===== config.mk =====
export PLATFORM = sky130hd
export DESIGN_NAME = tpl_front
export DESIGN_NICKNAME = d
export VERILOG_FILES = /design/src/design/tpl_pkg.sv /design/src/design/tpl_front.sv
export SDC_FILE = /design/constraint.sdc
export NUM_CORES = 1
export LEC_CHECK = 0
export ABC_AREA = 1
export BUFFER_PORTS_ARGS = -buffer_cell sky130_fd_sc_hd__buf_4
export CAP_MARGIN = 5
export CELL_PAD_IN_SITES_DETAIL_PLACEMENT = 1
export CELL_PAD_IN_SITES_GLOBAL_PLACEMENT = 1
export CORE_UTILIZATION = 48
export CTS_BUF_LIST = sky130_fd_sc_hd__clkbuf_8 sky130_fd_sc_hd__clkbuf_16
export DETAILED_ROUTE_END_ITERATION = 10
export PLACE_DENSITY_LB_ADDON = 0.1
export SLEW_MARGIN = 0
export SYNTH_ARGS = -nofsm -noshare
export SYNTH_HDL_FRONTEND = slang
export SYNTH_SLANG_ARGS = --single-unit
export TNS_END_PERCENT = 1

===== constraint.sdc =====
create_clock -name clk -period 23.4 [get_ports clk]
set_input_delay 3.51 -clock clk [delete_from_list [all_inputs] [get_ports clk]]
set_output_delay 3.51 -clock clk [all_outputs]
set_load 0.03 [all_outputs]

===== src/design/tpl_pkg.sv =====
// Package for the triangle point location unit: sizes, field widths and
// the word that passes from the front part to the back part through the queue.
// No dependencies.
package tpl_pkg;
  localparam int MaxTriangles = 64;
  localparam int CoordBits = 24;
  localparam int IdxBits = $clog2(MaxTriangles);
  localparam int CntBits = 7;
  localparam int TolBits = 16;
  localparam int WeightBits = 18;
  localparam int DiffBits = CoordBits + 1;
  localparam int CrossBits = 2 * DiffBits + 1;
  localparam int QuotBits = 22;
  localparam int QueueDepth = 2;
  localparam int StoreBits = 6 * CoordBits;

  localparam logic ModeWrite = 1'b0;
  localparam logic ModeQuery = 1'b1;

  localparam logic RegTriangleCount = 1'b0;
  localparam logic RegEdgeTolerance = 1'b1;

  typedef struct packed {
    logic [IdxBits-1:0] entry_index;
    logic signed [CoordBits-1:0] ax;
    logic signed [CoordBits-1:0] ay;
    logic signed [CoordBits-1:0] bx;
    logic signed [CoordBits-1:0] by;
    logic signed [CoordBits-1:0] cx;
    logic signed [CoordBits-1:0] cy;
    logic signed [CoordBits-1:0] px;
    logic signed [CoordBits-1:0] py;
    logic mode;
  } cmd_t;

  typedef enum logic [2:0] {
    ST_IDLE, ST_READ, ST_CROSS, ST_MUL, ST_DIV, ST_TEST, ST_OUT
  } state_t;
endpackage


===== src/design/tpl_front.sv =====
// Front part: accepts input words and holds them in a short queue.
// Depends on tpl_pkg.
module tpl_front (
  input  logic          clk,
  input  logic          rst,
  input  logic          in_valid,
  output logic          in_ready,
  input  tpl_pkg::cmd_t in_cmd,
  output logic          q_valid,
  input  logic          q_ready,
  output tpl_pkg::cmd_t q_cmd
);
  localparam int PtrBits = $clog2(tpl_pkg::QueueDepth);

  tpl_pkg::cmd_t slots [tpl_pkg::QueueDepth];
  logic [PtrBits-1:0] wr_ptr;
  logic [PtrBits-1:0] rd_ptr;
  logic [PtrBits:0]   fill;
  logic push;
  logic pop;

  assign in_ready = (fill != PtrBits'(0) + (PtrBits+1)'(tpl_pkg::QueueDepth));
  assign q_valid  = (fill != '0);
  assign q_cmd    = slots[rd_ptr];
  assign push     = in_valid && in_ready;
  assign pop      = q_valid && q_ready;

  always_ff @(posedge clk) begin
    if (push) begin
      slots[wr_ptr] <= in_cmd;
    end
    if (rst) begin
      wr_ptr <= '0;
      rd_ptr <= '0;
      fill   <= '0;
    end else begin
      if (push) wr_ptr <= wr_ptr + PtrBits'(1);
      if (pop)  rd_ptr <= rd_ptr + PtrBits'(1);
      fill <= fill + (PtrBits+1)'(push) - (PtrBits+1)'(pop);
    end
  end

`ifndef ASSERT_OFF
  a_fill_range: assert property (@(posedge clk) disable iff (rst)
    fill <= (PtrBits+1)'(tpl_pkg::QueueDepth))
    else $error("queue overfilled");
  a_fill_step: assert property (@(posedge clk) disable iff (rst)
    push && !pop |=> fill == $past(fill) + 1'b1)
    else $error("queue count lost a push");
  a_empty_no_pop: assert property (@(posedge clk) disable iff (rst)
    fill == '0 |-> !q_valid)
    else $error("empty queue presented a word");
`endif
endmodule


==> impl_metrics.prom <==
# TYPE chip_impl_metric gauge
chip_impl_info{name="outcome",value="completed"} 1
chip_impl_metric{name="layoutNonFillerInstCount",unit=""} 1519
chip_impl_info{name="rr_startpoint",value="fill[0]"} 1
chip_impl_info{name="worst_setup_path_start_kind",value="flop"} 1
chip_impl_info{name="cts_tree",value="built"} 1
chip_impl_metric{name="max-cap-violations",unit=""} 0
chip_impl_metric{name="first_iter_violations",unit=""} 370
chip_impl_info{name="whs_endpoint",value="rd_ptr"} 1
chip_impl_metric{name="max-slew-margin-rel",unit=""} 0.241
chip_impl_info{name="ys_top_cells_by_count",value="sky130_fd_sc_hd__edfxtp_1 (398), sky130_fd_sc_hd__mux2_4 (100), sky130_fd_sc_hd__mux2_2 (99)"} 1
chip_impl_metric{name="floorplan.rows",unit=""} 64
chip_impl_metric{name="final_min_period_over_clock_period",unit=""} 0.297
chip_impl_info{name="cts_root_buffer",value="sky130_fd_sc_hd__clkbuf_16"} 1
chip_impl_metric{name="floorplan.core_area",unit="µm²"} 30700
chip_impl_metric{name="detail_route.drc_violations",unit=""} 0
chip_impl_metric{name="clk_pin_slew",unit="ns"} 0.06
chip_impl_metric{name="switching_power",unit="mW"} 0.728
chip_impl_metric{name="synth.yosys.seq_area_share",unit=""} 0.803
chip_impl_metric{name="chipWidth",unit="µm"} 179
chip_impl_metric{name="worst_skew_pair.late_latency",unit="ns"} 0.53
chip_impl_metric{name="vias",unit=""} 7626
chip_impl_metric{name="power_frac_seq",unit=""} 0.401
chip_impl_metric{name="cts_resized",unit=""} 0
chip_impl_metric{name="dieHeight",unit="µm"} 179
chip_impl_metric{name="globalRoute.totalOverflow",unit=""} 0
chip_impl_info{name="synth_most_common_cell",value="sky130_fd_sc_hd__edfxtp_1"} 1
chip_impl_metric{name="synth_fp_nets",unit=""} 859
chip_impl_metric{name="drtPass1Iterations",unit=""} 4
chip_impl_metric{name="routability_driven_placement_congestion_ratio",unit=""} 0.730
chip_impl_metric{name="synth_area",unit="µm²"} 15000
chip_impl_info{name="netlist_top_cells_area",value="sky130_fd_sc_hd__edfxtp_1 (80%), sky130_fd_sc_hd__mux2_4 (10%), sky130_fd_sc_hd__mux2_2 (7.4%), sky130_fd_sc_hd__buf_6 (1.1%), sky130_fd_sc_hd__dfxtp_1 (0.67%)"} 1
chip_impl_metric{name="vias_per_cell",unit=""} 5.02
chip_impl_info{name="category_of_the_worst_setup_path_capture_point",value="output pin"} 1
chip_impl_metric{name="layout.cell_area.non_filler",unit="µm²"} 19900
chip_impl_metric{name="internal_power_of_the_cells",unit="mW"} 1.64
chip_impl_metric{name="finalHoldViolCount",unit=""} 0
chip_impl_metric{name="post_dp_cell_area",unit="µm²"} 18400
chip_impl_metric{name="max_clock_freq",unit="MHz"} 144
chip_impl_metric{name="power.density_cell_area",unit="nW/µm²"} 119
chip_impl_metric{name="ir_drop",unit="V"} 0.0000692
chip_impl_metric{name="grt_max_degree",unit=""} 170
chip_impl_metric{name="initial_antenna_violation_count",unit=""} 4
chip_impl_metric{name="async_reset_ff_frac",unit=""} 0
chip_impl_metric{name="multi_input_comb_area",unit="µm²"} 2740
chip_impl_metric{name="hold-path-cell-count",unit=""} 2
chip_impl_metric{name="layout-drive-gt1-share",unit=""} 0.604
chip_impl_info{name="setup_repair_after_global_routing_missed_its_margin",value="no"} 1
chip_impl_metric{name="nets",unit=""} 1291
chip_impl_metric{name="hpwl",unit="µm"} 23000
chip_impl_metric{name="area_share_of_the_leading_cell_type_in_the_synthesized_netlist",unit=""} 0.797
chip_impl_metric{name="share_of_power_burned_in_the_clock_network",unit=""} 0.292
chip_impl_metric{name="final.fill_count",unit=""} 2647
chip_impl_metric{name="die-area",unit="µm²"} 32000
chip_impl_metric{name="num_io_pins",unit=""} 404
chip_impl_metric{name="reg2reg_depth",unit=""} 6
chip_impl_metric{name="wl_per_cell",unit="µm"} 22.7
chip_impl_metric{name="track_usage",unit=""} 0.210
chip_impl_metric{name="clock_tree.htree_level_count",unit=""} 2
chip_impl_info{name="worst_r2r_endpoint",value="slots[0][93]"} 1
chip_impl_metric{name="cts_buffers",unit=""} 42
chip_impl_metric{name="register_cell_area_after_layout",unit="µm²"} 12100
chip_impl_metric{name="synth_enable_flop_cells",unit=""} 398
chip_impl_metric{name="post_cts.repair.setup_buffers",unit=""} 0
chip_impl_metric{name="final-max-slew-violation-count",unit=""} 0
chip_impl_metric{name="cp.arrival",unit="ns"} 3.43
chip_impl_metric{name="setup-tns-final",unit="ns"} 0
chip_impl_info{name="min-delay-path-class",value="flop to flop"} 1
chip_impl_metric{name="critPathMaxFanout",unit=""} 58
chip_impl_metric{name="via_count_of_the_first_global_routing_pass",unit=""} 8256
chip_impl_metric{name="cts.hold.buffers_added",unit=""} 0
chip_impl_metric{name="area.growth.synth_to_final",unit="%"} 32.5
chip_impl_info{name="timing_worst_setup_path_type",value="flop to output pin"} 1
chip_impl_metric{name="synth_cell_types",unit=""} 14
chip_impl_metric{name="finalCoreUtilization",unit=""} 0.648
chip_impl_metric{name="sw_frac_of_total",unit=""} 0.307
chip_impl_metric{name="report.final.setup_viol",unit=""} 0
chip_impl_metric{name="average_size_of_a_mapped_cell",unit="µm²"} 22.9
chip_impl_info{name="synth_top_area_cell",value="sky130_fd_sc_hd__edfxtp_1"} 1
chip_impl_metric{name="place.port_buffers",unit=""} 403
chip_impl_metric{name="grt_first_pass_wirelength",unit="µm"} 49100
chip_impl_metric{name="setup.reg_to_reg.worst_slack",unit="ns"} 20.37
chip_impl_metric{name="synth.yosys.warnings",unit=""} 0
chip_impl_metric{name="cp.required",unit="ns"} 19.89
chip_impl_metric{name="synth_seq_cells",unit=""} 403
chip_impl_metric{name="skew",unit="ns"} 0.0130
chip_impl_metric{name="static_leak",unit="nW"} 7.64
chip_impl_metric{name="comb_power_share",unit=""} 0.307
chip_impl_info{name="timing.hold.worst.start",value="rd_ptr"} 1
chip_impl_metric{name="cts-root-to-sink-buffers",unit=""} 3
chip_impl_metric{name="postRouteWirelength",unit="µm"} 34500
chip_impl_metric{name="initial_core_util",unit=""} 0.489
chip_impl_metric{name="numClockSinks",unit=""} 403
chip_impl_metric{name="place_inst",unit=""} 1439
chip_impl_metric{name="antenna_left",unit=""} 0
chip_impl_info{name="ys_dominant_reg_cell",value="sky130_fd_sc_hd__edfxtp_1"} 1
chip_impl_metric{name="measured_slew_at_the_worst_slew_check_pin",unit="ns"} 1.14
chip_impl_metric{name="synthesis.instances",unit=""} 655
chip_impl_metric{name="post-route-min-period",unit="ns"} 6.94
==> power by group through the flow <==
stage,registers (mW),logic [mW],clock network (mW)
global route,0.960,0.763,0.729
detailed placement,0.965,0.732,0
global placement,0.958,0.727,0
finish,0.950,0.728,0.691
floorplan,0.983,0.493,0
CTS,0.952,0.737,0.707
==> worst max-delay path, stage by stage, from the launching register on <==
cell and delay [ns]:
sky130_fd_sc_hd__dfxtp_4 0.57, sky130_fd_sc_hd__buf_4 0.73, sky130_fd_sc_hd__buf_4 0.91, sky130_fd_sc_hd__mux2_2 0.42
sky130_fd_sc_hd__buf_4 0.17
==> stage by stage <==
| step | hold slack [ns] | power (mW) | setup slack (ns) |
|---|---|---|---|
| floorplan | 0.467 | 1.48 | 10.70 |
| global placement | 0.480 | 1.68 | 16.88 |
| detailed placement | 0.529 | 1.70 | 16.92 |
| CTS | 0.545 | 2.40 | 16.36 |
| global route | 0.567 | 2.45 | 16.24 |
| finish | 0.535 | 2.37 | 16.46 |
==> state kept, by name (all words and copies together) (netlist names), named ones only <==
register,count
wr_ptr,1
rd_ptr,1
fill,2
slots,398
==> how the worst max path moves through the flow <==
| stage | start | cells past startpoint | endpoint |
|---|---|---|---|
| 5_1_grt | flop | 4 | q_cmd[67] |
| 6_report | flop | 4 | q_cmd[64] |
| 3_5_place_dp | flop | 4 | q_cmd[67] |
| 2_1_floorplan | in_valid | 2 | slots[1][0] |
| 3_3_place_gp | flop | 4 | q_cmd[67] |
| 4_1_cts | flop | 4 | q_cmd[67] |
==> placed cells by master, fill, tap and decap left out, drive strengths merged <==
cell        n
nand2       8
diode       2
nand3       1
a21oi       2
edfxtp    398
buf       410
nor2        9
bufinv      7
xnor2       1
mux2      199
clkbuf     45
dfxtp       5
clkinvlp    2
clkinv     18
nor3        1
ha          1
inv        14
==> per-layer routing <==
metal / global-route usage / share of wire
met5: 0 / 0.00090
met4: 0.0851 / 0.034
met3: 0.0757 / 0.092
met2: 0.378 / 0.53
met1: 0.221 / 0.34
==> cell families after synthesis <==
logic type | count (synthesis) | share of synthesized area
AOI/OAI and AO/OA | 2 | 0.000667
DFF | 403 | 0.803
adders and majority gates | 1 | 0.000834
buffers and inverters | 30 | 0.0152
muxes | 199 | 0.174
and+or+nand+nor | 19 | 0.00492
xor gates and xnor gates | 1 | 0.000584
==> cell type report <==
class | count | area share
clock inverters | 33 | 0.0167
flip-flops and latches | 403 | 0.607
well taps | 396 | 0.0249
inverters | 8 | 0.00151
repair buffers | 410 | 0.156
diodes | 2 | 0.000252
clock buffers | 45 | 0.0567
multi-input cells | 222 | 0.138
Power figures use the tool's default switching activity.
